==> src/hdl/polyphase_interpolator_unit_assert.svh <==
// -----------------------------------------------------------------------------
// Polyphase interpolator assertion macros
// Concurrent checks that disappear when the design is synthesised.
// -----------------------------------------------------------------------------
`ifndef POLYPHASE_INTERPOLATOR_UNIT_ASSERT_SVH
`define POLYPHASE_INTERPOLATOR_UNIT_ASSERT_SVH

`ifndef SYNTHESIS

// The condition must never hold.
`define PPI_ASSERT_NEVER(name, clk, rst_n, cond) \
    name: assert property (@(posedge clk) disable iff (!rst_n) !(cond)) \
        else $error("assertion failed: condition must never hold");

// The consequent must hold in the same cycle as the antecedent.
`define PPI_ASSERT_IMPL(name, clk, rst_n, ante, cons) \
    name: assert property (@(posedge clk) disable iff (!rst_n) (ante) |-> (cons)) \
        else $error("assertion failed: implication violated");

// The consequent must hold in the cycle after the antecedent.
`define PPI_ASSERT_NEXT(name, clk, rst_n, ante, cons) \
    name: assert property (@(posedge clk) disable iff (!rst_n) (ante) |=> (cons)) \
        else $error("assertion failed: next-cycle implication violated");

`else

`define PPI_ASSERT_NEVER(name, clk, rst_n, cond)
`define PPI_ASSERT_IMPL(name, clk, rst_n, ante, cons)
`define PPI_ASSERT_NEXT(name, clk, rst_n, ante, cons)

`endif

`endif

==> src/hdl/ppi_pkg.sv <==
// -----------------------------------------------------------------------------
// Polyphase interpolator package
// Sizes, shared types and the filter kernel table built at elaboration.
// -----------------------------------------------------------------------------
`timescale 1ns / 1ps

package ppi_pkg;

    localparam int FACTOR         = 4;
    localparam int TAPS_PER_INPUT = 64;
    localparam int CHANNELS       = 8;

    localparam int CHAN_IN_W   = 3;
    localparam int SAMPLE_W    = 16;
    localparam int PHASE_OUT_W = 2;
    localparam int COEF_W      = 18;
    localparam int ROUND_SHIFT = 16;

    localparam int HIST_LEN   = TAPS_PER_INPUT + 1;
    localparam int ROM_LEN    = TAPS_PER_INPUT * FACTOR + 1;
    localparam int HIST_IDX_W = $clog2(HIST_LEN);
    localparam int TAP_IDX_W  = $clog2(ROM_LEN);
    localparam int PHASE_W    = (FACTOR > 1) ? $clog2(FACTOR) : 1;
    localparam int CHAN_W     = (CHANNELS > 1) ? $clog2(CHANNELS) : 1;
    localparam int MEM_DEPTH  = CHANNELS * HIST_LEN;
    localparam int MEM_ADDR_W = $clog2(MEM_DEPTH);
    localparam int PROD_W     = COEF_W + SAMPLE_W;
    localparam int ACC_W      = PROD_W + $clog2(HIST_LEN) + 1;

    localparam int FIFO_DEPTH = FACTOR;
    localparam int FIFO_PTR_W = (FACTOR > 1) ? $clog2(FACTOR) : 1;
    localparam int FIFO_CNT_W = $clog2(FACTOR + 1);

    localparam logic signed [ACC_W-1:0] ROUND_HALF = ACC_W'(64'sd1 <<< (ROUND_SHIFT - 1));
    localparam logic signed [ACC_W-1:0] SAT_MAX    = ACC_W'((64'sd1 <<< (SAMPLE_W - 1)) - 1);
    localparam logic signed [ACC_W-1:0] SAT_MIN    = ~SAT_MAX;

    // Fixed-point constants of the kernel construction (Q30 unless noted).
    localparam longint          Q30_ONE     = 64'sd1073741824;
    localparam longint unsigned Q30_ONE_U   = 64'd1073741824;
    localparam longint unsigned HALF_PI_Q30 = 64'd1686629713;
    localparam longint unsigned PI_Q28      = 64'd843314857;
    localparam longint          BLK_A0      = 64'sd450971566;
    localparam longint          BLK_A2      = 64'sd85899346;
    localparam longint          ROM_SPAN    = longint'(ROM_LEN - 1);
    localparam longint unsigned ROM_SPAN_U  = longint'(ROM_LEN - 1);
    localparam longint          TURN        = longint'(4 * FACTOR);
    localparam longint unsigned TURN_U      = longint'(4 * FACTOR);
    localparam longint unsigned FACTOR_U    = longint'(FACTOR);
    localparam longint          COEF_MAX    = (64'sd1 <<< (COEF_W - 1)) - 1;
    localparam longint          COEF_MIN    = -(64'sd1 <<< (COEF_W - 1));

    typedef struct packed {
        logic                 valid;
        logic                 first;
        logic                 last;
        logic [PHASE_W-1:0]   phase;
    } ppi_tag_t;

    typedef struct packed {
        ppi_tag_t             tag;
        logic [TAP_IDX_W-1:0] tap;
    } ppi_issue_t;

    typedef struct packed {
        logic                  en;
        logic [MEM_ADDR_W-1:0] addr;
        logic [SAMPLE_W-1:0]   data;
    } ppi_wr_t;

    typedef struct packed {
        logic                       push;
        logic signed [SAMPLE_W-1:0] value;
        logic [PHASE_W-1:0]         phase;
    } ppi_result_t;

    // Restoring division, used only while the kernel table is elaborated.
    function automatic longint unsigned div_u64(longint unsigned num, longint unsigned den);
        longint unsigned quo;
        longint unsigned rem;
        quo = '0;
        rem = '0;
        for (int b = 63; b >= 0; b--)
        begin
            rem = (rem << 1) | ((num >> b) & 64'd1);
            if (rem >= den)
            begin
                rem = rem - den;
                quo = quo | (64'd1 << b);
            end
        end
        return quo;
    endfunction

    // Sine of an angle given in turns scaled by 2^32, Taylor series to x^13.
    function automatic longint sine_q30(logic [31:0] ang);
        logic [1:0]      quad;
        longint unsigned f;
        longint unsigned x;
        longint unsigned x2;
        longint unsigned t;
        longint          acc;
        quad = ang[31:30];
        f = longint'(ang[29:0]);
        if (quad[0])
        begin
            f = Q30_ONE_U - f;
        end
        x   = (f * HALF_PI_Q30) >> 30;
        x2  = (x * x) >> 30;
        acc = longint'(x);
        t   = ((x * x2) >> 30) / 64'd6;
        acc = acc - longint'(t);
        t   = ((t * x2) >> 30) / 64'd20;
        acc = acc + longint'(t);
        t   = ((t * x2) >> 30) / 64'd42;
        acc = acc - longint'(t);
        t   = ((t * x2) >> 30) / 64'd72;
        acc = acc + longint'(t);
        t   = ((t * x2) >> 30) / 64'd110;
        acc = acc - longint'(t);
        t   = ((t * x2) >> 30) / 64'd156;
        acc = acc + longint'(t);
        if (acc < 0)
        begin
            acc = 0;
        end
        if (acc > Q30_ONE)
        begin
            acc = Q30_ONE;
        end
        return quad[1] ? -acc : acc;
    endfunction

    function automatic longint cosine_q30(logic [31:0] ang);
        logic [31:0] shifted;
        shifted = ang + 32'h4000_0000;
        return sine_q30(shifted);
    endfunction

    // Windowed sinc value of one kernel tap before normalisation.
    function automatic longint raw_tap(int idx);
        longint          d;
        longint          dm;
        longint          s;
        longint          sc;
        longint          w;
        longint unsigned smag;
        longint unsigned dmag;
        longint unsigned q;
        logic [63:0]     wide;
        logic [31:0]     a;
        logic [31:0]     a1;
        logic [31:0]     a2;
        d = 2 * longint'(idx) - ROM_SPAN;
        if (d == 0)
        begin
            sc = Q30_ONE;
        end
        else
        begin
            dm   = ((d % TURN) + TURN) % TURN;
            wide = (longint'(dm) << 32) / TURN_U;
            a    = wide[31:0];
            s    = sine_q30(a);
            smag = (s < 0) ? -s : s;
            dmag = (d < 0) ? -d : d;
            q    = div_u64((smag * (2 * FACTOR_U)) << 28, PI_Q28 * dmag);
            sc   = ((s < 0) != (d < 0)) ? -longint'(q) : longint'(q);
        end
        wide = (longint'(idx) << 32) / ROM_SPAN_U;
        a1   = wide[31:0];
        wide = (longint'(2 * idx) << 32) / ROM_SPAN_U;
        a2   = wide[31:0];
        w = BLK_A0 - cosine_q30(a1) / 64'sd2 + (cosine_q30(a2) * BLK_A2) / Q30_ONE;
        return (sc * w) / Q30_ONE;
    endfunction

    // Whole kernel, normalised to unity DC gain and scaled by the factor.
    function automatic logic [ROM_LEN*COEF_W-1:0] build_rom();
        logic [ROM_LEN*COEF_W-1:0] rom;
        longint                    total;
        longint                    raw;
        longint                    num;
        longint                    c;
        longint unsigned           mag;
        longint unsigned           q;
        rom   = '0;
        total = 0;
        for (int i = 0; i < ROM_LEN; i++)
        begin
            total = total + raw_tap(i);
        end
        for (int i = 0; i < ROM_LEN; i++)
        begin
            raw = raw_tap(i);
            c   = 0;
            if (total > 0)
            begin
                num = raw * longint'(FACTOR) * 64'sd65536;
                mag = (num < 0) ? -num : num;
                q   = div_u64(mag + longint'(total >> 1), longint'(total));
                c   = (num < 0) ? -longint'(q) : longint'(q);
            end
            if (c > COEF_MAX)
            begin
                c = COEF_MAX;
            end
            if (c < COEF_MIN)
            begin
                c = COEF_MIN;
            end
            rom[i*COEF_W +: COEF_W] = c[COEF_W-1:0];
        end
        return rom;
    endfunction

    localparam logic [ROM_LEN*COEF_W-1:0] TAP_ROM = build_rom();

    function automatic logic signed [COEF_W-1:0] tap_coef(logic [TAP_IDX_W-1:0] idx);
        return TAP_ROM[int'(idx)*COEF_W +: COEF_W];
    endfunction

    // Channel numbers past the configured count wrap round.
    function automatic logic [CHAN_W-1:0] chan_reduce(logic [CHAN_IN_W-1:0] ch);
        logic [CHAN_IN_W-1:0]        v;
        logic [CHAN_IN_W+CHAN_W-1:0] ext;
        v = ch;
        for (int n = 0; n < (1 << CHAN_IN_W); n++)
        begin
            if (int'(v) >= CHANNELS)
            begin
                v = v - CHAN_IN_W'(CHANNELS);
            end
        end
        ext = {CHAN_W'(0), v};
        return ext[CHAN_W-1:0];
    endfunction

    function automatic logic [PHASE_OUT_W-1:0] phase_out(logic [PHASE_W-1:0] ph);
        logic [PHASE_W+PHASE_OUT_W-1:0] ext;
        ext = {{PHASE_OUT_W{1'b0}}, ph};
        return ext[PHASE_OUT_W-1:0];
    endfunction

endpackage

==> src/hdl/ppi_seq.sv <==
// -----------------------------------------------------------------------------
// Polyphase interpolator sequencer
// Clears the history after reset, stores each sample and walks the taps.
// -----------------------------------------------------------------------------
`timescale 1ns / 1ps

module ppi_seq (
    input  logic                                  clk,
    input  logic                                  rst_n,
    input  logic                                  item_valid,
    output logic                                  item_ready,
    input  logic [ppi_pkg::CHAN_IN_W-1:0]         channel,
    input  logic signed [ppi_pkg::SAMPLE_W-1:0]   sample,
    input  logic                                  result_pop,
    output ppi_pkg::ppi_wr_t                      ram_wr,
    output logic [ppi_pkg::MEM_ADDR_W-1:0]        ram_rd_addr,
    output ppi_pkg::ppi_issue_t                   issue,
    output logic [ppi_pkg::FIFO_CNT_W-1:0]        credit_used
);

    typedef enum logic [1:0] {
        ST_CLEAR,
        ST_IDLE,
        ST_RUN
    } state_t;

    localparam int AW = ppi_pkg::MEM_ADDR_W;
    localparam int HW = ppi_pkg::HIST_IDX_W;
    localparam int TW = ppi_pkg::TAP_IDX_W;
    localparam int PW = ppi_pkg::PHASE_W;
    localparam int CW = ppi_pkg::FIFO_CNT_W;

    state_t                     state_reg;
    logic [AW-1:0]              clr_addr_reg;
    logic [HW-1:0]              wp_reg [ppi_pkg::CHANNELS];
    logic [AW-1:0]              base_reg;
    logic [HW-1:0]              start_rd_reg;
    logic [HW-1:0]              rd_reg;
    logic [TW-1:0]              tap_reg;
    logic [PW-1:0]              phase_reg;
    logic                       first_reg;
    logic [CW-1:0]              credit_reg;
    logic [CW-1:0]              credit_next;

    logic [ppi_pkg::CHAN_W-1:0] ch;
    logic [HW-1:0]              wp_cur;
    logic [AW-1:0]              chan_base;
    logic                       accept;
    logic                       last_tap;
    logic                       can_issue;
    logic                       issuing;
    logic [PW-1:0]              phase_inc;

    assign ch         = ppi_pkg::chan_reduce(channel);
    assign wp_cur     = wp_reg[ch];
    assign chan_base  = AW'(ch) * AW'(ppi_pkg::HIST_LEN);
    assign item_ready = (state_reg == ST_IDLE);
    assign accept     = item_valid && item_ready;
    assign last_tap   = (({1'b0, tap_reg} + (TW + 1)'(ppi_pkg::FACTOR))
                         >= (TW + 1)'(ppi_pkg::ROM_LEN));
    // A phase only starts once the result queue has room reserved for it.
    assign can_issue  = !first_reg || (credit_reg < CW'(ppi_pkg::FIFO_DEPTH));
    assign issuing    = (state_reg == ST_RUN) && can_issue;
    assign phase_inc  = phase_reg + 1'b1;

    always_comb
    begin
        credit_next = credit_reg;
        if (issuing && first_reg && !result_pop)
        begin
            credit_next = credit_reg + 1'b1;
        end
        else if (!(issuing && first_reg) && result_pop)
        begin
            credit_next = credit_reg - 1'b1;
        end
    end

    always_comb
    begin
        if (state_reg == ST_CLEAR)
        begin
            ram_wr.en   = 1'b1;
            ram_wr.addr = clr_addr_reg;
            ram_wr.data = '0;
        end
        else
        begin
            ram_wr.en   = accept;
            ram_wr.addr = chan_base + AW'(wp_cur);
            ram_wr.data = sample;
        end
    end

    assign ram_rd_addr     = base_reg + AW'(rd_reg);
    assign issue.tag.valid = issuing;
    assign issue.tag.first = first_reg;
    assign issue.tag.last  = last_tap;
    assign issue.tag.phase = phase_reg;
    assign issue.tap       = tap_reg;
    assign credit_used     = credit_reg;

    always_ff @(posedge clk or negedge rst_n)
    begin
        if (!rst_n)
        begin
            state_reg    <= ST_CLEAR;
            clr_addr_reg <= '0;
            for (int i = 0; i < ppi_pkg::CHANNELS; i++)
            begin
                wp_reg[i] <= '0;
            end
            base_reg     <= '0;
            start_rd_reg <= '0;
            rd_reg       <= '0;
            tap_reg      <= '0;
            phase_reg    <= '0;
            first_reg    <= 1'b0;
            credit_reg   <= '0;
        end
        else
        begin
            credit_reg <= credit_next;
            case (state_reg)
                ST_CLEAR:
                begin
                    clr_addr_reg <= clr_addr_reg + 1'b1;
                    if (clr_addr_reg == AW'(ppi_pkg::MEM_DEPTH - 1))
                    begin
                        state_reg <= ST_IDLE;
                    end
                end
                ST_IDLE:
                begin
                    if (accept)
                    begin
                        wp_reg[ch]   <= (wp_cur == HW'(ppi_pkg::HIST_LEN - 1)) ?
                                        '0 : wp_cur + 1'b1;
                        base_reg     <= chan_base;
                        // The newest sample is the one just written.
                        start_rd_reg <= wp_cur;
                        rd_reg       <= wp_cur;
                        tap_reg      <= '0;
                        phase_reg    <= '0;
                        first_reg    <= 1'b1;
                        state_reg    <= ST_RUN;
                    end
                end
                ST_RUN:
                begin
                    if (issuing)
                    begin
                        if (last_tap)
                        begin
                            if (phase_reg == PW'(ppi_pkg::FACTOR - 1))
                            begin
                                state_reg <= ST_IDLE;
                            end
                            phase_reg <= phase_inc;
                            tap_reg   <= TW'(phase_inc);
                            rd_reg    <= start_rd_reg;
                            first_reg <= 1'b1;
                        end
                        else
                        begin
                            tap_reg   <= tap_reg + TW'(ppi_pkg::FACTOR);
                            rd_reg    <= (rd_reg == '0) ?
                                         HW'(ppi_pkg::HIST_LEN - 1) : rd_reg - 1'b1;
                            first_reg <= 1'b0;
                        end
                    end
                end
                default:
                begin
                    state_reg <= ST_IDLE;
                end
            endcase
        end
    end

endmodule

==> config.mk <==
export PLATFORM = sky130hd
export DESIGN_NAME = ppi_seq
export DESIGN_NICKNAME = d
export VERILOG_FILES = /design/src/hdl/polyphase_interpolator_unit_assert.svh /design/src/hdl/ppi_pkg.sv /design/src/hdl/ppi_seq.sv
export SDC_FILE = /design/constraint.sdc
export NUM_CORES = 1
export LEC_CHECK = 0
export ABC_AREA = 0
export BUFFER_PORTS_ARGS = -buffer_cell sky130_fd_sc_hd__buf_2
export CORE_ASPECT_RATIO = 0.7
export CORE_MARGIN = 2
export CORE_UTILIZATION = 35
export DETAILED_ROUTE_END_ITERATION = 10
export GPL_ROUTABILITY_DRIVEN = 1
export HOLD_SLACK_MARGIN = 0.15
export SKIP_CTS_REPAIR_TIMING = 1
export SLEW_MARGIN = 20
export SYNTH_ARGS = -nofsm -noshare
export SYNTH_HDL_FRONTEND = slang
export SYNTH_SLANG_ARGS = --single-unit
==> constraint.sdc <==
create_clock -name clk -period 2.2 [get_ports clk]
set_input_delay 0 -clock clk [delete_from_list [all_inputs] [get_ports clk]]
set_output_delay 0 -clock clk [all_outputs]
set_load 0.02 [all_outputs]
==> run metrics, run 1 <==
post-route design area 0.007513 mm2; reg2reg setup slack -0.09 ns; Max Clock Freq 334.2 MHz; Clock Sinks 100; Crit. End Element primary output; syn avg cell area 9.766 um2; storage element area 0.002507 mm2; root buffer cell clkbuf_16; number of CTS-inserted buffers 9; worst rel slew slack 0.4854; sequential power share 0.319; first-pass GRT wire length 24,610 um; largest area contributor in the netlist dfrtp_1; area of the multi-input gates 0.003276 mm2; DP Area 0.006893 mm2; Pins Over Slew Limit 0; Die H 111.0 um; ANT cells 0; register area share after synthesis 0.4373; all-layer global routing usage 0.1799; unrepaired setup endpoints after global routing yes; layout cells sized above 1 0.3619; ys async rst share 1.000; Total Wirelength 15,000 um; Top-Level Pins 78; period utilization 1.360; MaxCap Viol Count 0; Iter 0 DRT Violations 289; post-layout min period 2.992 ns; Crit Path Class reg -> out; Critical Path Source Type register; Mapped Nets 628; Core Area 0.01615 mm2; logic gate share of total power 0.505; Fillers 1,497; port bufs 77; Initial Util 0.3543; Clock Path Buffers 2; Internal 5053 uW; Total Nets Final 761; Layout Skew 0.007983 ns; Req. time, crit path 2.20 ns; clk slew on worst S/H paths 0.07 ns; via count 4,774; max reg flops 56; clock share of power 0.176; Sw Share 0.4189; # rows 39; Min Hold Slack 0.1818 ns; net switching power figure 3642 uW; cell count after synthesis 586; Netlist Area Pre-Place 0.005723 mm2; leakage 0.003451 uW; WL/cell 15.81 um; CTS tree done; drt pass-1 iters 5; die area 0.01741 mm2; Worst Max-Slew Pin Slew 0.7719 ns; Via density 5.031; #FFs+latches synth 100; H-tree depth 3; largest cells by area after synthesis dfrtp_1 (44%), nand2_1 (6.7%), o21ai_0 (5.0%); DRC viols 0; vias in the first global route 4,646; GPL Wtd Cong 0.8462; crit path cell chain mux4_2 -> mux2i_4 -> inv_2 -> ha_4 -> a21o_1 -> a21o_1 -> nand2_1 -> o41a_1 -> buf_4 -> o31ai_4 -> buf_6; Final ANT Viol Nets 0; post-synthesis cell type count 66; EDFF count, synth 0; gr ovfl total 0; Synth top area share 0.4373; Final Hold Viols 0; slowest CP cell mux4_2; Final Setup Violations 21; Yosys warning count 0; Clock Latency Late Sink 0.34 ns; failing checks negative setup slack; Pwr Density 1157 mW/mm2; CP most frequent cell a21o_1; final setup margin -0.7924 ns; Die Wd 156.8 um; Setup TNS Final -5.667 ns; initial antenna violation count 0; Max IR drop VDD 0.9726 mV; Crit path arrival time 2.99 ns; run status complete, but fails checks; Area Overhead vs Synth 31.29%; Synth Flop Type dfrtp_1; HPWL Detailed 11,340 um; largest net degree at the start of global routing 58; HP Class in -> reg; largest stage delay on the critical path 0.52 ns; Worst Path Max Fanout 2
[power groups by stage]
stage / registers (uW) / clock network [uW] / logic, uW
final: 2780 / 1530 / 4390
after global routing: 2850 / 1640 / 4790
after CTS: 2760 / 1580 / 4050
after detailed placement: 2790 / 0 / 4030
after global placement: 2760 / 0 / 3940
after floorplan: 2670 / 0 / 2690
[cell type report]
cell class                      count  area share
Sequential cell                   100      0.3337
Inverter                           21     0.01049
Multi-Input combinational cell    431      0.4360
Clock buffer                       13     0.03597
Clock inverter                      3    0.002664
Timing Repair Buffer              156      0.1437
Tap cell                          225     0.03747
[layout by cell type, fill, tap and decap left out, types with 8 or more instances in the layout]
cell type,Yosys,final
nor3_1,11,10
nand2_1,102,98
inv_1,19,14
buf_4,3,72
xor2_1,11,10
mux2_2,9,9
nand2b_1,9,9
buf_6,2,15
xnor2_1,18,15
dfrtp_1,100,96
nor2b_1,20,18
ha_1,16,10
nand3_1,13,10
mux4_2,7,8
nor2_1,31,25
buf_2,7,66
o21ai_2,0,11
mux2i_1,12,12
clkbuf_16,0,9
o21ai_0,57,30
o21ai_1,9,25
[kinds of logic (layout without fill, tap and decap cells)]
logic type / count (synthesis) / after routing / synth area share
buffers and inverters: 55 / 193 / 0.04219
adders and majority gates: 19 / 19 / 0.04547
muxes: 38 / 38 / 0.1045
DFF: 100 / 100 / 0.4373
AOI/OAI and AO/OA: 119 / 119 / 0.1318
xor gates and xnor gates: 31 / 31 / 0.05007
and+or+nand+nor: 224 / 224 / 0.1887
[layer usage]
layer	routed length [um]	GRT usage
met5	0	0
met2	6397	0.2582
met1	7518	0.2814
met4	120	0.03792
met3	966	0.03206
[metrics by stage]
step                setup slack, ns  total power (uW)    util  std cells
finish                      -0.7924              8695  0.4652        949
global route                -0.9123              9282  0.4652        949
CTS                         -0.7959              8388  0.4447        939
detailed placement          -0.4111              6815  0.4268        923
global placement            -0.3930              6703  0.4268        923
floorplan                   -0.2635              5365       -        586
[worst paths after layout]
check / start / depth (start not counted) / end
max in group asynchronous: rst_n / 3 / wp_reg[0]
worst max-delay path: wp_reg[1] / 11 / ram_wr[25]
worst max register to register: wp_reg[13] / 7 / wp_reg[48]
worst min register to register: wp_reg[10] / 2 / wp_reg[10]
min in group asynchronous: rst_n / 2 / clr_addr_reg[3]
worst min-delay path: channel[2] / 4 / base_reg[8]
[cells in the mapped netlist (8+ instances only)]
library cell / n
nand2_1: 102
dfrtp_1: 100
o21ai_0: 57
nor2_1: 31
clkbuf_1: 20
nor2b_1: 20
inv_1: 19
xnor2_1: 18
ha_1: 16
nand3_1: 13
mux2i_1: 12
nor3_1: 11
xor2_1: 11
mux2_2: 9
nand2b_1: 9
o21ai_1: 9
a21oi_1: 8
[critical path, delay by kind of cell (launching register included)]
| family | cells | cell delay, ns |
|---|---|---|
| flops | 1 | 0.38 |
| fa+ha+maj | 1 | 0.26 |
| mux | 2 | 0.70 |
| buf+inv | 3 | 0.39 |
| compound gates | 4 | 0.87 |
| simple gates | 1 | 0.07 |
No activity file was read; power rests on OpenSTA's default activity.
==> inputs of run 2 (changes only) <==
--- a/config.mk
+++ b/config.mk
@@ -8,2 +8,3 @@
 export ABC_AREA = 0
+export ABC_CLOCK_PERIOD_IN_PS = 2200
 export BUFFER_PORTS_ARGS = -buffer_cell sky130_fd_sc_hd__buf_2
==> constraint.sdc (replaced) <==
create_clock -name clk -period 2.2 [get_ports clk]
set_input_delay 0.22 -clock clk [delete_from_list [all_inputs] [get_ports clk]]
set_output_delay 0.22 -clock clk [all_outputs]
set_load 0.02 [all_outputs]
==> run 2 against run 1 <==
Net effect: highest routed layer unchanged; clock skew increased by 0.00071 ns; the flow still finishes with violations (negative setup slack); largest power group unchanged; count of clock-buffer cells in the layout decreased by 2; utilization increased by 2.0 points; sequential share of layout area decreased by 1.3 points; cell area increased by 4.3%; hold slack improved by 0.14 ns.
==> run metrics, run 2 (synthesis results as in run 1) <==
Crit. End Element primary output; root buffer cell clkbuf_16; reg2reg setup slack -0.16 ns (-0.07 ns); Via density 5.047 (+0.32%); HP Class in -> async; Core Area 0.01615 mm2 (unchanged); all-layer global routing usage 0.1819 (+0.002029); port bufs 77 (unchanged); critical path startpoint wp_reg[8]; FF-to-FF Start wp_reg[34]; clk slew on worst S/H paths 0.07 ns (about the same); final setup margin -0.9272 ns (-0.1348 ns); Final Setup Violations 22 (+4.8%); die area 0.01741 mm2 (unchanged); largest stage delay on the critical path 0.49 ns (-0.03 ns); unrepaired setup endpoints after global routing yes; Total Wirelength 15,630 um (+4.2%); Clock Path Buffers 2 (unchanged); Clock Latency Late Sink 0.35 ns (about the same); # rows 39 (unchanged); fin cells 962 (+1.4%); crit path cell chain mux4_2 -> mux2i_4 -> inv_2 -> ha_4 -> a21o_1 -> a21o_1 -> nand2_1 -> o41a_1 -> xnor2_1 -> o21ai_2 -> buf_6; largest net degree at the start of global routing 49 (-16%); crit path buf inv count 2 (-1); Max Clock Freq 319.8 MHz (-4.3%); dpl ws -0.8461 ns (-0.4350 ns); Layout Skew 0.008689 ns (+0.0007066 ns); Crit Path Class reg -> out; period utilization 1.421 (+0.06127); HPWL Detailed 11,550 um (+1.8%); via count 4,855 (+1.7%); slowest CP cell mux4_2; most frequent cells in the layout nand2_1 (97), dfrtp_1 (95), buf_4 (81); H-tree depth 3 (unchanged); Pins Over Slew Limit 0 (unchanged); Area Overhead vs Synth 36.88%; initial antenna violation count 0 (unchanged); Final Hold Viols 0 (unchanged); Min Hold Slack 0.3240 ns (+0.1423 ns); Total Nets Final 774 (+1.7%); PnR Total Power 9253 uW (+6.4%); delay-heaviest family, CP compound AO/OA/AOI/OAI gates; Crit path arrival time 2.91 ns (-0.08 ns); Worst Max-Slew Pin Slew 0.4749 ns (-0.2970 ns); worst rel slew slack 0.6834 (+0.1980); layout cells sized above 1 0.4030 (+0.04111); Crit Reg-Reg Endpoint wp_reg[34]; GPL Wtd Cong 0.8816 (+4.2%); R2R cell count 8 (+1); DRC viols 0 (unchanged); failing checks negative setup slack; Final ANT Viol Nets 0 (unchanged); post-layout min period 3.127 ns (+0.1348 ns); Iter 0 DRT Violations 314 (+8.7%); Critical Path Source Type register; vias in the first global route 4,811 (+3.6%); CTS tree done; Die Wd 156.8 um (unchanged); ANT cells 0 (unchanged); placed cells 930 (+0.76%); Top-Level Pins 78 (unchanged); run status complete, but fails checks; WL/cell 16.24 um (+2.7%); leakage 0.003538 uW (+2.5%); Initial Util 0.3543 (unchanged); Setup TNS Final -7.997 ns (-2.330 ns); Req. time, crit path 1.98 ns (-0.22 ns); first-pass GRT wire length 24,740 um (+0.53%); CP most frequent cell a21o_1; Fillers 1,512 (+1.0%); Worst Path Max Fanout 2 (unchanged); Clock Sinks 100 (unchanged); Die H 111.0 um (unchanged); most common cell after layout, fill and taps aside nand2_1; max reg flops 56 (unchanged); MaxCap Viol Count 0 (unchanged); gr ovfl total 0 (unchanged); Max IR drop VDD 0.8012 mV (-18%); drt pass-1 iters 4 (-1); number of CTS-inserted buffers 9 (unchanged); Pwr Density 1181 mW/mm2 (+2.1%)
[run 2: worst max path at each step]
stage	end	slack [ns]	cells after the start
detailed placement	ram_wr[24]	-0.85	10
finish	ram_wr[23]	-0.93	11
global placement	ram_wr[24]	-0.82	10
global route	ram_wr[23]	-1.08	11
floorplan	ram_wr[23]	-0.64	12
CTS	ram_wr[24]	-1.01	10
[run 2: layer usage]
layer  GRT usage  wire length (um)  up-vias  part of all wire
met5           0                 0        -                 0
met4     0.03976               106        0            0.0068
met3     0.04261               890        7             0.057
met2      0.2617              6774      136              0.43
met1      0.2769              7854     2369              0.50
li1            -                 -     2343                 -
[run 2: worst reg2reg max path, delay by kind of cell (launching register included)]
kind	cells	cell delay, ns
mux	2	0.78
simple gates	1	0.42
flops	1	0.41
buf+inv	3	0.37
compound gates	2	0.30
[run 2: per-stage QoR]
step	utilization	area, um2
after global routing	0.4850	7834
after floorplan	-	5851
after detailed placement	0.4305	6953
final	0.4850	7834
after CTS	0.4486	7246
after global placement	0.4305	6953
[run 2: final cells by class]
type,instances,area (um2),area share
tap,225,281.5,0.03594
multi-input combinational,431,3416,0.4360
clock inverter,5,60.06,0.007667
clock buffer,11,232.7,0.02971
inverter,21,83.83,0.01070
timing repair buffer,169,1251,0.1597
sequential,100,2509,0.3202
[run 2: where the power goes]
part	switching (uW)	total (uW)	internal [uW]
registers	437	2750	2320
clock network	698	1580	887
logic	2710	4910	2200
