$ cat config.mk
export PLATFORM = sky130hd
export DESIGN_NAME = ppi_fifo
export DESIGN_NICKNAME = d
export VERILOG_FILES = /design/src/hdl/polyphase_interpolator_unit_assert.svh /design/src/hdl/ppi_pkg.sv /design/src/hdl/ppi_fifo.sv
export SDC_FILE = /design/constraint.sdc
export NUM_CORES = 1
export LEC_CHECK = 0
export BUFFER_PORTS_ARGS = -buffer_cell sky130_fd_sc_hd__buf_2
export CAP_MARGIN = 10
export CELL_PAD_IN_SITES_DETAIL_PLACEMENT = 0
export CELL_PAD_IN_SITES_GLOBAL_PLACEMENT = 2
export CORE_MARGIN = 10
export CORE_UTILIZATION = 45
export CTS_BUF_LIST = sky130_fd_sc_hd__clkbuf_8 sky130_fd_sc_hd__clkbuf_16
export CTS_CLUSTER_DIAMETER = 150
export DETAILED_ROUTE_END_ITERATION = 10
export PLACE_DENSITY = 0.89
export SYNTH_ARGS = -nofsm -noshare
export SYNTH_HDL_FRONTEND = slang
export SYNTH_SLANG_ARGS = --single-unit
$ cat constraint.sdc
create_clock -name clk -period 4.16 [get_ports clk]
set_clock_uncertainty 0.2 [all_clocks]
set_input_delay 0.624 -clock clk [delete_from_list [all_inputs] [get_ports clk]]
set_output_delay 0.624 -clock clk [all_outputs]
set_load 0.02 [all_outputs]
$ cat src/hdl/polyphase_interpolator_unit_assert.svh
// -----------------------------------------------------------------------------
// Polyphase interpolator assertion macros
// Concurrent checks that disappear when the design is synthesised.
// -----------------------------------------------------------------------------
`ifndef POLYPHASE_INTERPOLATOR_UNIT_ASSERT_SVH
`define POLYPHASE_INTERPOLATOR_UNIT_ASSERT_SVH

`ifndef SYNTHESIS

// The condition must never hold.
`define PPI_ASSERT_NEVER(name, clk, rst_n, cond) \
    name: assert property (@(posedge clk) disable iff (!rst_n) !(cond)) \
        else $error("assertion failed: condition must never hold");

// The consequent must hold in the same cycle as the antecedent.
`define PPI_ASSERT_IMPL(name, clk, rst_n, ante, cons) \
    name: assert property (@(posedge clk) disable iff (!rst_n) (ante) |-> (cons)) \
        else $error("assertion failed: implication violated");

// The consequent must hold in the cycle after the antecedent.
`define PPI_ASSERT_NEXT(name, clk, rst_n, ante, cons) \
    name: assert property (@(posedge clk) disable iff (!rst_n) (ante) |=> (cons)) \
        else $error("assertion failed: next-cycle implication violated");

`else

`define PPI_ASSERT_NEVER(name, clk, rst_n, cond)
`define PPI_ASSERT_IMPL(name, clk, rst_n, ante, cons)
`define PPI_ASSERT_NEXT(name, clk, rst_n, ante, cons)

`endif

`endif

$ cat src/hdl/ppi_pkg.sv
// -----------------------------------------------------------------------------
// Polyphase interpolator package
// Sizes, shared types and the filter kernel table built at elaboration.
// -----------------------------------------------------------------------------
`timescale 1ns / 1ps

package ppi_pkg;

    localparam int FACTOR         = 4;
    localparam int TAPS_PER_INPUT = 64;
    localparam int CHANNELS       = 8;

    localparam int CHAN_IN_W   = 3;
    localparam int SAMPLE_W    = 16;
    localparam int PHASE_OUT_W = 2;
    localparam int COEF_W      = 18;
    localparam int ROUND_SHIFT = 16;

    localparam int HIST_LEN   = TAPS_PER_INPUT + 1;
    localparam int ROM_LEN    = TAPS_PER_INPUT * FACTOR + 1;
    localparam int HIST_IDX_W = $clog2(HIST_LEN);
    localparam int TAP_IDX_W  = $clog2(ROM_LEN);
    localparam int PHASE_W    = (FACTOR > 1) ? $clog2(FACTOR) : 1;
    localparam int CHAN_W     = (CHANNELS > 1) ? $clog2(CHANNELS) : 1;
    localparam int MEM_DEPTH  = CHANNELS * HIST_LEN;
    localparam int MEM_ADDR_W = $clog2(MEM_DEPTH);
    localparam int PROD_W     = COEF_W + SAMPLE_W;
    localparam int ACC_W      = PROD_W + $clog2(HIST_LEN) + 1;

    localparam int FIFO_DEPTH = FACTOR;
    localparam int FIFO_PTR_W = (FACTOR > 1) ? $clog2(FACTOR) : 1;
    localparam int FIFO_CNT_W = $clog2(FACTOR + 1);

    localparam logic signed [ACC_W-1:0] ROUND_HALF = ACC_W'(64'sd1 <<< (ROUND_SHIFT - 1));
    localparam logic signed [ACC_W-1:0] SAT_MAX    = ACC_W'((64'sd1 <<< (SAMPLE_W - 1)) - 1);
    localparam logic signed [ACC_W-1:0] SAT_MIN    = ~SAT_MAX;

    // Fixed-point constants of the kernel construction (Q30 unless noted).
    localparam longint          Q30_ONE     = 64'sd1073741824;
    localparam longint unsigned Q30_ONE_U   = 64'd1073741824;
    localparam longint unsigned HALF_PI_Q30 = 64'd1686629713;
    localparam longint unsigned PI_Q28      = 64'd843314857;
    localparam longint          BLK_A0      = 64'sd450971566;
    localparam longint          BLK_A2      = 64'sd85899346;
    localparam longint          ROM_SPAN    = longint'(ROM_LEN - 1);
    localparam longint unsigned ROM_SPAN_U  = longint'(ROM_LEN - 1);
    localparam longint          TURN        = longint'(4 * FACTOR);
    localparam longint unsigned TURN_U      = longint'(4 * FACTOR);
    localparam longint unsigned FACTOR_U    = longint'(FACTOR);
    localparam longint          COEF_MAX    = (64'sd1 <<< (COEF_W - 1)) - 1;
    localparam longint          COEF_MIN    = -(64'sd1 <<< (COEF_W - 1));

    typedef struct packed {
        logic                 valid;
        logic                 first;
        logic                 last;
        logic [PHASE_W-1:0]   phase;
    } ppi_tag_t;

    typedef struct packed {
        ppi_tag_t             tag;
        logic [TAP_IDX_W-1:0] tap;
    } ppi_issue_t;

    typedef struct packed {
        logic                  en;
        logic [MEM_ADDR_W-1:0] addr;
        logic [SAMPLE_W-1:0]   data;
    } ppi_wr_t;

    typedef struct packed {
        logic                       push;
        logic signed [SAMPLE_W-1:0] value;
        logic [PHASE_W-1:0]         phase;
    } ppi_result_t;

    // Restoring division, used only while the kernel table is elaborated.
    function automatic longint unsigned div_u64(longint unsigned num, longint unsigned den);
        longint unsigned quo;
        longint unsigned rem;
        quo = '0;
        rem = '0;
        for (int b = 63; b >= 0; b--)
        begin
            rem = (rem << 1) | ((num >> b) & 64'd1);
            if (rem >= den)
            begin
                rem = rem - den;
                quo = quo | (64'd1 << b);
            end
        end
        return quo;
    endfunction

    // Sine of an angle given in turns scaled by 2^32, Taylor series to x^13.
    function automatic longint sine_q30(logic [31:0] ang);
        logic [1:0]      quad;
        longint unsigned f;
        longint unsigned x;
        longint unsigned x2;
        longint unsigned t;
        longint          acc;
        quad = ang[31:30];
        f = longint'(ang[29:0]);
        if (quad[0])
        begin
            f = Q30_ONE_U - f;
        end
        x   = (f * HALF_PI_Q30) >> 30;
        x2  = (x * x) >> 30;
        acc = longint'(x);
        t   = ((x * x2) >> 30) / 64'd6;
        acc = acc - longint'(t);
        t   = ((t * x2) >> 30) / 64'd20;
        acc = acc + longint'(t);
        t   = ((t * x2) >> 30) / 64'd42;
        acc = acc - longint'(t);
        t   = ((t * x2) >> 30) / 64'd72;
        acc = acc + longint'(t);
        t   = ((t * x2) >> 30) / 64'd110;
        acc = acc - longint'(t);
        t   = ((t * x2) >> 30) / 64'd156;
        acc = acc + longint'(t);
        if (acc < 0)
        begin
            acc = 0;
        end
        if (acc > Q30_ONE)
        begin
            acc = Q30_ONE;
        end
        return quad[1] ? -acc : acc;
    endfunction

    function automatic longint cosine_q30(logic [31:0] ang);
        logic [31:0] shifted;
        shifted = ang + 32'h4000_0000;
        return sine_q30(shifted);
    endfunction

    // Windowed sinc value of one kernel tap before normalisation.
    function automatic longint raw_tap(int idx);
        longint          d;
        longint          dm;
        longint          s;
        longint          sc;
        longint          w;
        longint unsigned smag;
        longint unsigned dmag;
        longint unsigned q;
        logic [63:0]     wide;
        logic [31:0]     a;
        logic [31:0]     a1;
        logic [31:0]     a2;
        d = 2 * longint'(idx) - ROM_SPAN;
        if (d == 0)
        begin
            sc = Q30_ONE;
        end
        else
        begin
            dm   = ((d % TURN) + TURN) % TURN;
            wide = (longint'(dm) << 32) / TURN_U;
            a    = wide[31:0];
            s    = sine_q30(a);
            smag = (s < 0) ? -s : s;
            dmag = (d < 0) ? -d : d;
            q    = div_u64((smag * (2 * FACTOR_U)) << 28, PI_Q28 * dmag);
            sc   = ((s < 0) != (d < 0)) ? -longint'(q) : longint'(q);
        end
        wide = (longint'(idx) << 32) / ROM_SPAN_U;
        a1   = wide[31:0];
        wide = (longint'(2 * idx) << 32) / ROM_SPAN_U;
        a2   = wide[31:0];
        w = BLK_A0 - cosine_q30(a1) / 64'sd2 + (cosine_q30(a2) * BLK_A2) / Q30_ONE;
        return (sc * w) / Q30_ONE;
    endfunction

    // Whole kernel, normalised to unity DC gain and scaled by the factor.
    function automatic logic [ROM_LEN*COEF_W-1:0] build_rom();
        logic [ROM_LEN*COEF_W-1:0] rom;
        longint                    total;
        longint                    raw;
        longint                    num;
        longint                    c;
        longint unsigned           mag;
        longint unsigned           q;
        rom   = '0;
        total = 0;
        for (int i = 0; i < ROM_LEN; i++)
        begin
            total = total + raw_tap(i);
        end
        for (int i = 0; i < ROM_LEN; i++)
        begin
            raw = raw_tap(i);
            c   = 0;
            if (total > 0)
            begin
                num = raw * longint'(FACTOR) * 64'sd65536;
                mag = (num < 0) ? -num : num;
                q   = div_u64(mag + longint'(total >> 1), longint'(total));
                c   = (num < 0) ? -longint'(q) : longint'(q);
            end
            if (c > COEF_MAX)
            begin
                c = COEF_MAX;
            end
            if (c < COEF_MIN)
            begin
                c = COEF_MIN;
            end
            rom[i*COEF_W +: COEF_W] = c[COEF_W-1:0];
        end
        return rom;
    endfunction

    localparam logic [ROM_LEN*COEF_W-1:0] TAP_ROM = build_rom();

    function automatic logic signed [COEF_W-1:0] tap_coef(logic [TAP_IDX_W-1:0] idx);
        return TAP_ROM[int'(idx)*COEF_W +: COEF_W];
    endfunction

    // Channel numbers past the configured count wrap round.
    function automatic logic [CHAN_W-1:0] chan_reduce(logic [CHAN_IN_W-1:0] ch);
        logic [CHAN_IN_W-1:0]        v;
        logic [CHAN_IN_W+CHAN_W-1:0] ext;
        v = ch;
        for (int n = 0; n < (1 << CHAN_IN_W); n++)
        begin
            if (int'(v) >= CHANNELS)
            begin
                v = v - CHAN_IN_W'(CHANNELS);
            end
        end
        ext = {CHAN_W'(0), v};
        return ext[CHAN_W-1:0];
    endfunction

    function automatic logic [PHASE_OUT_W-1:0] phase_out(logic [PHASE_W-1:0] ph);
        logic [PHASE_W+PHASE_OUT_W-1:0] ext;
        ext = {{PHASE_OUT_W{1'b0}}, ph};
        return ext[PHASE_OUT_W-1:0];
    endfunction

endpackage

$ cat src/hdl/ppi_fifo.sv
// -----------------------------------------------------------------------------
// Polyphase interpolator result queue
// Holds the output phases of one sample until downstream takes them.
// -----------------------------------------------------------------------------
`timescale 1ns / 1ps

module ppi_fifo (
    input  logic                                 clk,
    input  logic                                 rst_n,
    input  ppi_pkg::ppi_result_t                 result,
    output logic                                 result_valid,
    input  logic                                 result_ready,
    output logic signed [ppi_pkg::SAMPLE_W-1:0]  upsampled_sample,
    output logic [ppi_pkg::PHASE_OUT_W-1:0]      phase_index,
    output logic                                 last,
    output logic [ppi_pkg::FIFO_CNT_W-1:0]       count
);

    localparam int PW = ppi_pkg::FIFO_PTR_W;
    localparam int CW = ppi_pkg::FIFO_CNT_W;

    logic signed [ppi_pkg::SAMPLE_W-1:0] value_reg [ppi_pkg::FIFO_DEPTH];
    logic [ppi_pkg::PHASE_W-1:0]         phase_reg [ppi_pkg::FIFO_DEPTH];
    logic [PW-1:0]                       wr_ptr_reg;
    logic [PW-1:0]                       rd_ptr_reg;
    logic [CW-1:0]                       count_reg;
    logic [CW-1:0]                       count_next;
    logic                                pop;
    logic [ppi_pkg::PHASE_W-1:0]         head_phase;

    assign pop          = result_valid && result_ready;
    assign result_valid = (count_reg != '0);
    assign count        = count_reg;

    always_comb
    begin
        count_next = count_reg;
        if (result.push && !pop)
        begin
            count_next = count_reg + 1'b1;
        end
        else if (!result.push && pop)
        begin
            count_next = count_reg - 1'b1;
        end
    end

    always_ff @(posedge clk or negedge rst_n)
    begin
        if (!rst_n)
        begin
            wr_ptr_reg <= '0;
            rd_ptr_reg <= '0;
            count_reg  <= '0;
        end
        else
        begin
            count_reg <= count_next;
            if (result.push)
            begin
                wr_ptr_reg <= (wr_ptr_reg == PW'(ppi_pkg::FIFO_DEPTH - 1)) ?
                              '0 : wr_ptr_reg + 1'b1;
            end
            if (pop)
            begin
                rd_ptr_reg <= (rd_ptr_reg == PW'(ppi_pkg::FIFO_DEPTH - 1)) ?
                              '0 : rd_ptr_reg + 1'b1;
            end
        end
    end

    always_ff @(posedge clk)
    begin
        if (result.push)
        begin
            value_reg[wr_ptr_reg] <= result.value;
            phase_reg[wr_ptr_reg] <= result.phase;
        end
    end

    assign head_phase       = phase_reg[rd_ptr_reg];
    assign upsampled_sample = value_reg[rd_ptr_reg];
    assign phase_index      = ppi_pkg::phase_out(head_phase);
    assign last             = (head_phase == ppi_pkg::PHASE_W'(ppi_pkg::FACTOR - 1));

endmodule

==> run_summary.xml, run 1 <==
<?xml version="1.0" encoding="UTF-8"?>
<metrics>
  <group name="worst_setup_path">
    <metric name="cp_data_required_time" unit="ns">3.34</metric>
    <metric name="crit_arrival" unit="ns">2.24</metric>
    <metric name="worstPathMaxFanout" unit="">13</metric>
    <metric name="critical_path.startpoint_type" unit="">register</metric>
    <metric name="setup.worst_path.end_class" unit="">output pin</metric>
    <metric name="timing.setup.critical_path_class" unit="">reg -&gt; out</metric>
  </group>
  <group name="power_and_ir_drop">
    <metric name="total_leakage_power" unit="nW">1.29</metric>
    <metric name="irDropWorstVdd" unit="mV">0.354</metric>
    <metric name="pwrdens" unit="nW/um2">675</metric>
    <metric name="power" unit="mW">2.36</metric>
  </group>
  <group name="place">
    <metric name="detailed_place.area" unit="um2">3330</metric>
    <metric name="portBuffers" unit="">44</metric>
    <metric name="gp_congestion" unit="">0.712</metric>
    <metric name="hpwl_reported_at_the_end_of_detailed_placement" unit="mm">3.53</metric>
    <metric name="post-place-cells" unit="">249</metric>
    <metric name="detailedPlace.worstSlack" unit="ns">1.42</metric>
  </group>
  <group name="global_route">
    <metric name="grt_antenna_before_repair" unit="">0</metric>
    <metric name="maximum_number_of_pins_on_one_net_before_global_route_repair" unit="">21</metric>
    <metric name="globalRoute.busiestLayer" unit="">met2</metric>
    <metric name="grt_use_met1" unit="%">11.3</metric>
    <metric name="grt_pass1_vias" unit="">1533</metric>
    <metric name="groute.usage.overall" unit="%">10.3</metric>
    <metric name="grt.met3_usage" unit="%">3.85</metric>
    <metric name="grt_util_met2" unit="%">17.7</metric>
    <metric name="grt_overflow_total" unit="">0</metric>
    <metric name="grt_first_pass_wirelength" unit="mm">7.92</metric>
  </group>
  <group name="cts">
    <metric name="ctsRootBufferMaster" unit="">clkbuf_8</metric>
    <metric name="clock_latency" unit="ns">0.32</metric>
    <metric name="cts.path.max_buffers" unit="">2</metric>
    <metric name="cts_tree" unit="">yes</metric>
    <metric name="cts_buffers" unit="">9</metric>
    <metric name="postCtsResizedCells" unit="">0</metric>
    <metric name="cts.htree.levels" unit="">3</metric>
    <metric name="clkSlewWorstSetupHoldPaths" unit="ns">0.07</metric>
    <metric name="numClockSinks" unit="">79</metric>
  </group>
  <group name="synth">
    <metric name="yosysTopAreaCell" unit="">edfxtp_1</metric>
    <metric name="post_synth_num_cell_types" unit="">17</metric>
    <metric name="synth_largest_type_area_fraction" unit="%">71.2</metric>
    <metric name="yosys_register_bits" unit="">79</metric>
    <metric name="netlist_instances" unit="">131</metric>
    <metric name="synth_sequential_area_ratio" unit="%">76.9</metric>
    <metric name="synth-warning-count" unit="">0</metric>
    <metric name="avgSynthCellArea" unit="um2">23.2</metric>
    <metric name="synthesized_net_count" unit="">160</metric>
    <metric name="synth.area.top_cells" unit="">edfxtp_1 71%, mux4_2 8.2%, mux4_1 6.1%, dfrtp_1 5.8%, ha_1 2.5%</metric>
    <metric name="netlist_area" unit="um2">3040</metric>
  </group>
  <group name="timing">
    <metric name="hold_ws" unit="ns">0.303</metric>
    <metric name="timing.slew.headroom" unit="%">37.3</metric>
    <metric name="setup_slack" unit="ns">1.10</metric>
    <metric name="final_hold_viol_count" unit="">0</metric>
    <metric name="tightest_slew" unit="ns">0.941</metric>
    <metric name="setup_viol_count_final" unit="">0</metric>
    <metric name="rsz0062_at_grt" unit="">no</metric>
    <metric name="layout_worst_path_cycle_share" unit="%">73.6</metric>
    <metric name="fin_crit" unit="ns">3.06</metric>
    <metric name="clock.fmax" unit="GHz">0.327</metric>
    <metric name="slew_viol_final" unit="">0</metric>
    <metric name="tns" unit="ns">0</metric>
  </group>
  <group name="die">
    <metric name="core-area" unit="um2">6460</metric>
    <metric name="io_pins" unit="">45</metric>
    <metric name="horizontal_die_dimension" unit="um">102</metric>
    <metric name="die-area" unit="um2">10400</metric>
    <metric name="rows" unit="">29</metric>
    <metric name="initial_core_util" unit="%">47.0</metric>
    <metric name="die_height" unit="um">102</metric>
  </group>
  <group name="drt">
    <metric name="drtPass1Iterations" unit="">4</metric>
    <metric name="post_drt_via_cell_ratio" unit="">5.11</metric>
    <metric name="detailroute.via_count" unit="">1358</metric>
    <metric name="detail_route.wirelength" unit="mm">5.08</metric>
    <metric name="drtIter0Drc" unit="">38</metric>
    <metric name="drt.antenna.violating_nets" unit="">0</metric>
    <metric name="route.detailed.drc" unit="">0</metric>
    <metric name="wl_per_cell" unit="um">19.1</metric>
  </group>
  <group name="layout">
    <metric name="largest_reg_flops" unit="">64</metric>
    <metric name="antenna_cells" unit="">0</metric>
    <metric name="syn_to_final_growth" unit="%">15.2</metric>
    <metric name="layout-drive-gt1-share" unit="%">37.0</metric>
    <metric name="instances_no_fill" unit="">266</metric>
    <metric name="layout.cell_area.non_filler" unit="um2">3500</metric>
    <metric name="finalCoreUtilization" unit="%">54.2</metric>
    <metric name="final_layout_net_count" unit="">213</metric>
  </group>
  <group name="run">
    <metric name="maxCapViolCount" unit="">0</metric>
  </group>
  <group name="worst_hold_path">
    <metric name="min-delay-path-class" unit="">reg -&gt; reg</metric>
  </group>
  <group name="status">
    <metric name="run_status" unit="">completed</metric>
  </group>
</metrics>
## cells by family after synthesis
kind of cell             Yosys count  share of synthesized area [%]
buffers and inverters              7                           1.44
AO/OA/AOI/OAI                      2                          0.330
XOR/XNOR                           3                          0.865
multiplexers                      21                           15.3
adder cells (fa/ha/maj)            7                           3.13
AND/OR/NAND/NOR                   12                           1.98
flip-flops                        79                           76.9
## critical path, stage by stage (launching register included)
cell	delay [ns]
dfrtp_1	0.64
buf_4	0.35
mux4_1	0.59
and2_1	0.17
buf_2	0.15
## layout make-up
cell class,count,area [um2]
Inverter,3,11.3
Sequential cell,79,2340
Multi-Input combinational cell,45,657
Clock buffer,10,138
Fill cell,509,2960
Timing Repair Buffer,46,238
Tap cell,77,96.3
Clock inverter,6,23.8
## cells in the mapped netlist
library cell	count
mux4_1	7
nand2_1	3
xnor2_1	1
and2_1	5
buf_6	2
buf_2	2
fa_1	1
o21ai_0	2
mux2_2	3
or3_1	1
edfxtp_1	72
mux4_2	11
inv_1	3
xor2_1	2
dfrtp_1	7
ha_1	6
nor2_1	3
## cells in the final DEF (no fill, tap or decap), drive strengths merged
| master | Yosys | layout |
|---|---|---|
| o21ai | 2 | 2 |
| inv | 3 | 7 |
| mux2 | 3 | 3 |
| nand2 | 3 | 3 |
| mux4 | 18 | 18 |
| nor2 | 3 | 3 |
| clkbuf | 0 | 10 |
| xor2 | 2 | 2 |
| clkinv | 0 | 2 |
| and2 | 5 | 5 |
| dlygate4sd3 | 0 | 1 |
| edfxtp | 72 | 72 |
| xnor2 | 1 | 1 |
| ha | 6 | 6 |
| dfrtp | 7 | 7 |
| or3 | 1 | 1 |
| fa | 1 | 1 |
| buf | 4 | 45 |
## routing by layer
metal,share of wire [%],routed length (um)
met3,5.1,259
met4,0.95,48
met1,41,2060
met2,53,2710
met5,0,0
## report_power, final
| group | total [mW] | internal [mW] | switching (mW) |
|---|---|---|---|
| clock | 0.459 | 0.222 | 0.238 |
| combinational | 0.765 | 0.339 | 0.426 |
| sequential | 1.14 | 1.03 | 0.106 |
| total | 2.36 | 1.59 | 0.770 |
## path summary, 6_finish.rpt
path | slack (ns) | to | startpoint | depth (start not counted)
setup / recovery | 1.10 | last | rd_ptr_reg[0] | 4
hold / removal | 0.30 | count[2] | count[2] | 1
setup reg to reg | 1.82 | count[2] | count[0] | 8
hold reg to reg | 0.30 | count[2] | count[2] | 1
max in group asynchronous | 3.14 | count[0] | rst_n | 2
min in group asynchronous | 0.46 | rd_ptr_reg[0] | rst_n | 2
## timing repair
| item | 4_1_cts | 5_1_grt |
|---|---|---|
| setup buffers | 0 | 0 |
| hold buffers | 1 | 0 |
| endpoints found under the hold margin | 7 | 0 |
| endpoints found under the setup margin | 0 | 0 |
Note: power is estimated with default switching activity, not from simulation.
==> run 2, diff against run 1 <==
Settings changed: CORE_UTILIZATION 45 to 43, PLACE_DENSITY 0.89 to 0.86.
Clock period 4.16 ns to 2.9 ns, I/O delays scaled along.
==> run_summary.xml, run 2 (synthesized netlist as in run 1, its figures left out) <==
<?xml version="1.0" encoding="UTF-8"?>
<metrics>
  <group name="status">
    <metric name="run_status" unit="">completed</metric>
  </group>
  <group name="worst_setup_path">
    <metric name="rrSetupSlack" unit="ns">0.57</metric>
    <metric name="startpoint_of_the_most_critical_register_to_register_path" unit="">count[0]</metric>
    <metric name="worstPathMaxFanout" unit="">21</metric>
    <metric name="reg2reg_depth" unit="">8</metric>
    <metric name="critical_path.slowest_cell" unit="">mux4_1</metric>
    <metric name="setup.worst_path.end_class" unit="">output pin</metric>
    <metric name="crit_arrival" unit="ns">1.96</metric>
    <metric name="critical_path.startpoint_type" unit="">register</metric>
    <metric name="worstPathCellList" unit="">buf_4 -&gt; mux4_1 -&gt; and2_1 -&gt; buf_2</metric>
    <metric name="crit-reg2reg-capture" unit="">count[2]</metric>
    <metric name="max_stage_delay" unit="ns">0.63</metric>
    <metric name="cp_data_required_time" unit="ns">2.27</metric>
    <metric name="timing.setup.critical_path_class" unit="">reg -&gt; out</metric>
    <metric name="critical_path_buf_inv_count" unit="">2</metric>
    <metric name="cp_top_family" unit="">multiplexers</metric>
  </group>
  <group name="die">
    <metric name="io_pins" unit="">45</metric>
    <metric name="horizontal_die_dimension" unit="um">104</metric>
    <metric name="initial_core_util" unit="%">44.5</metric>
    <metric name="rows" unit="">30</metric>
    <metric name="die_height" unit="um">104</metric>
    <metric name="core-area" unit="um2">6830</metric>
    <metric name="die-area" unit="um2">10800</metric>
  </group>
  <group name="run">
    <metric name="maxCapViolCount" unit="">0</metric>
  </group>
  <group name="cts">
    <metric name="cts.htree.levels" unit="">3</metric>
    <metric name="cts_tree" unit="">yes</metric>
    <metric name="cts_buffers" unit="">9</metric>
    <metric name="clkSlewWorstSetupHoldPaths" unit="ns">0.08</metric>
    <metric name="ctsRootBufferMaster" unit="">clkbuf_8</metric>
    <metric name="numClockSinks" unit="">79</metric>
    <metric name="cts_setup_buffers" unit="">0</metric>
    <metric name="clock_latency" unit="ns">0.34</metric>
    <metric name="cts.path.max_buffers" unit="">2</metric>
  </group>
  <group name="timing">
    <metric name="layout_worst_path_cycle_share" unit="%">89.5</metric>
    <metric name="tns" unit="ns">0</metric>
    <metric name="final_hold_viol_count" unit="">0</metric>
    <metric name="setup_viol_count_final" unit="">0</metric>
    <metric name="tightest_slew" unit="ns">0.503</metric>
    <metric name="timing.slew.headroom" unit="%">66.5</metric>
    <metric name="slew_viol_final" unit="">0</metric>
    <metric name="fin_crit" unit="ns">2.59</metric>
    <metric name="clock.fmax" unit="GHz">0.385</metric>
    <metric name="rsz0062_at_grt" unit="">no</metric>
  </group>
  <group name="layout">
    <metric name="final_layout_net_count" unit="">218</metric>
    <metric name="finalCoreUtilization" unit="%">52.7</metric>
    <metric name="antenna_cells" unit="">0</metric>
    <metric name="seqCellArea" unit="um2">2340</metric>
    <metric name="syn_to_final_growth" unit="%">18.5</metric>
    <metric name="most-common-layout-cells" unit="">72 x edfxtp_1, 44 x buf_2, 11 x mux4_2, 9 x clkbuf_8</metric>
    <metric name="multi_input_area" unit="um2">657</metric>
    <metric name="largest_reg_flops" unit="">64</metric>
    <metric name="layout.cells.most_common" unit="">edfxtp_1</metric>
    <metric name="instances_no_fill" unit="">290</metric>
    <metric name="layout-drive-gt1-share" unit="%">40.7</metric>
    <metric name="fillerInstances" unit="">576</metric>
  </group>
  <group name="worst_hold_path">
    <metric name="worstHoldStart" unit="">result[13]</metric>
    <metric name="holdPathEnd" unit="">value_reg[0][11]</metric>
    <metric name="min-delay-path-class" unit="">in -&gt; reg</metric>
    <metric name="hold_path_stages" unit="">1</metric>
  </group>
  <group name="global_route">
    <metric name="maximum_number_of_pins_on_one_net_before_global_route_repair" unit="">22</metric>
    <metric name="grt_first_pass_wirelength" unit="mm">8.78</metric>
    <metric name="grt_antenna_before_repair" unit="">0</metric>
    <metric name="grt_overflow_total" unit="">0</metric>
    <metric name="grt_pass1_vias" unit="">1652</metric>
    <metric name="groute.usage.overall" unit="%">10.6</metric>
  </group>
  <group name="power_and_ir_drop">
    <metric name="total_leakage_power" unit="nW">1.31</metric>
    <metric name="pwrdens" unit="nW/um2">988</metric>
    <metric name="irDropWorstVdd" unit="mV">0.454</metric>
  </group>
  <group name="drt">
    <metric name="post_drt_via_cell_ratio" unit="">4.90</metric>
    <metric name="route.detailed.drc" unit="">0</metric>
    <metric name="drt.antenna.violating_nets" unit="">0</metric>
    <metric name="drtIter0Drc" unit="">78</metric>
    <metric name="wl_per_cell" unit="um">18.9</metric>
    <metric name="detailroute.via_count" unit="">1421</metric>
    <metric name="drtPass1Iterations" unit="">4</metric>
    <metric name="detail_route.wirelength" unit="mm">5.47</metric>
  </group>
  <group name="place">
    <metric name="hpwl_reported_at_the_end_of_detailed_placement" unit="mm">3.80</metric>
    <metric name="post-place-cells" unit="">273</metric>
    <metric name="portBuffers" unit="">44</metric>
    <metric name="gp_congestion" unit="">0.671</metric>
  </group>
</metrics>
==> run 2: timing repair <==
item	CTS	global route
resized for setup	0	0
hold buffers	1	0
hold endpoints to repair	7	0
==> run 2: worst max path at each step <==
stage	endpoint	slack (ns)	cells past startpoint	start
2_1_floorplan	count[2]	0.50	8	count[0]
3_3_place_gp	last	0.67	4	rd_ptr_reg[0]
3_5_place_dp	count[2]	0.58	8	count[0]
4_1_cts	last	0.25	4	rd_ptr_reg[0]
5_1_grt	last	0.18	4	rd_ptr_reg[0]
6_report	last	0.31	4	rd_ptr_reg[0]
==> run 2: through the flow <==
stage                     setup WS, ns  hold slack, ns  cell area [um2]  power (mW)
after CTS                        0.251          0.0908             3600        3.61
final                            0.305          0.0998             3600        3.55
after global routing             0.182          0.0864             3600        3.77
after detailed placement         0.580          0.0814             3390        2.82
after floorplan                  0.499         -0.0606             3040        2.43
after global placement           0.667          0.0763             3390        2.78
==> run 2: area by class of cell <==
cell class | instances | area share, %
sequential | 79 | 65.0
multi-input combinational | 45 | 18.3
timing repair buffer | 51 | 7.65
clock buffer | 9 | 3.44
tap | 96 | 3.34
clock inverter | 7 | 2.05
inverter | 3 | 0.313
==> run 2: layer usage <==
metal	share of wire, %	vias up	GRT usage (%)
li1	-	649	-
met1	39	731	10.8
met2	54	38	18.3
met3	6.4	3	4.83
met4	0.35	0	4.08
met5	0	-	0
==> run 2: worst reg2reg max path: stages (launching register included) <==
cell	delay [ns]
dfrtp_1	0.44
or3_1	0.40
nand2_1	0.13
ha_1	0.20
inv_1	0.06
fa_1	0.37
xor2_1	0.15
nor2_1	0.11
xor2_1	0.18
==> run 2: report_power, final <==
| group | switching [mW] | internal (mW) |
|---|---|---|
| combinational | 0.680 | 0.506 |
| sequential | 0.103 | 1.47 |
| clock | 0.392 | 0.398 |
| total | 1.18 | 2.38 |
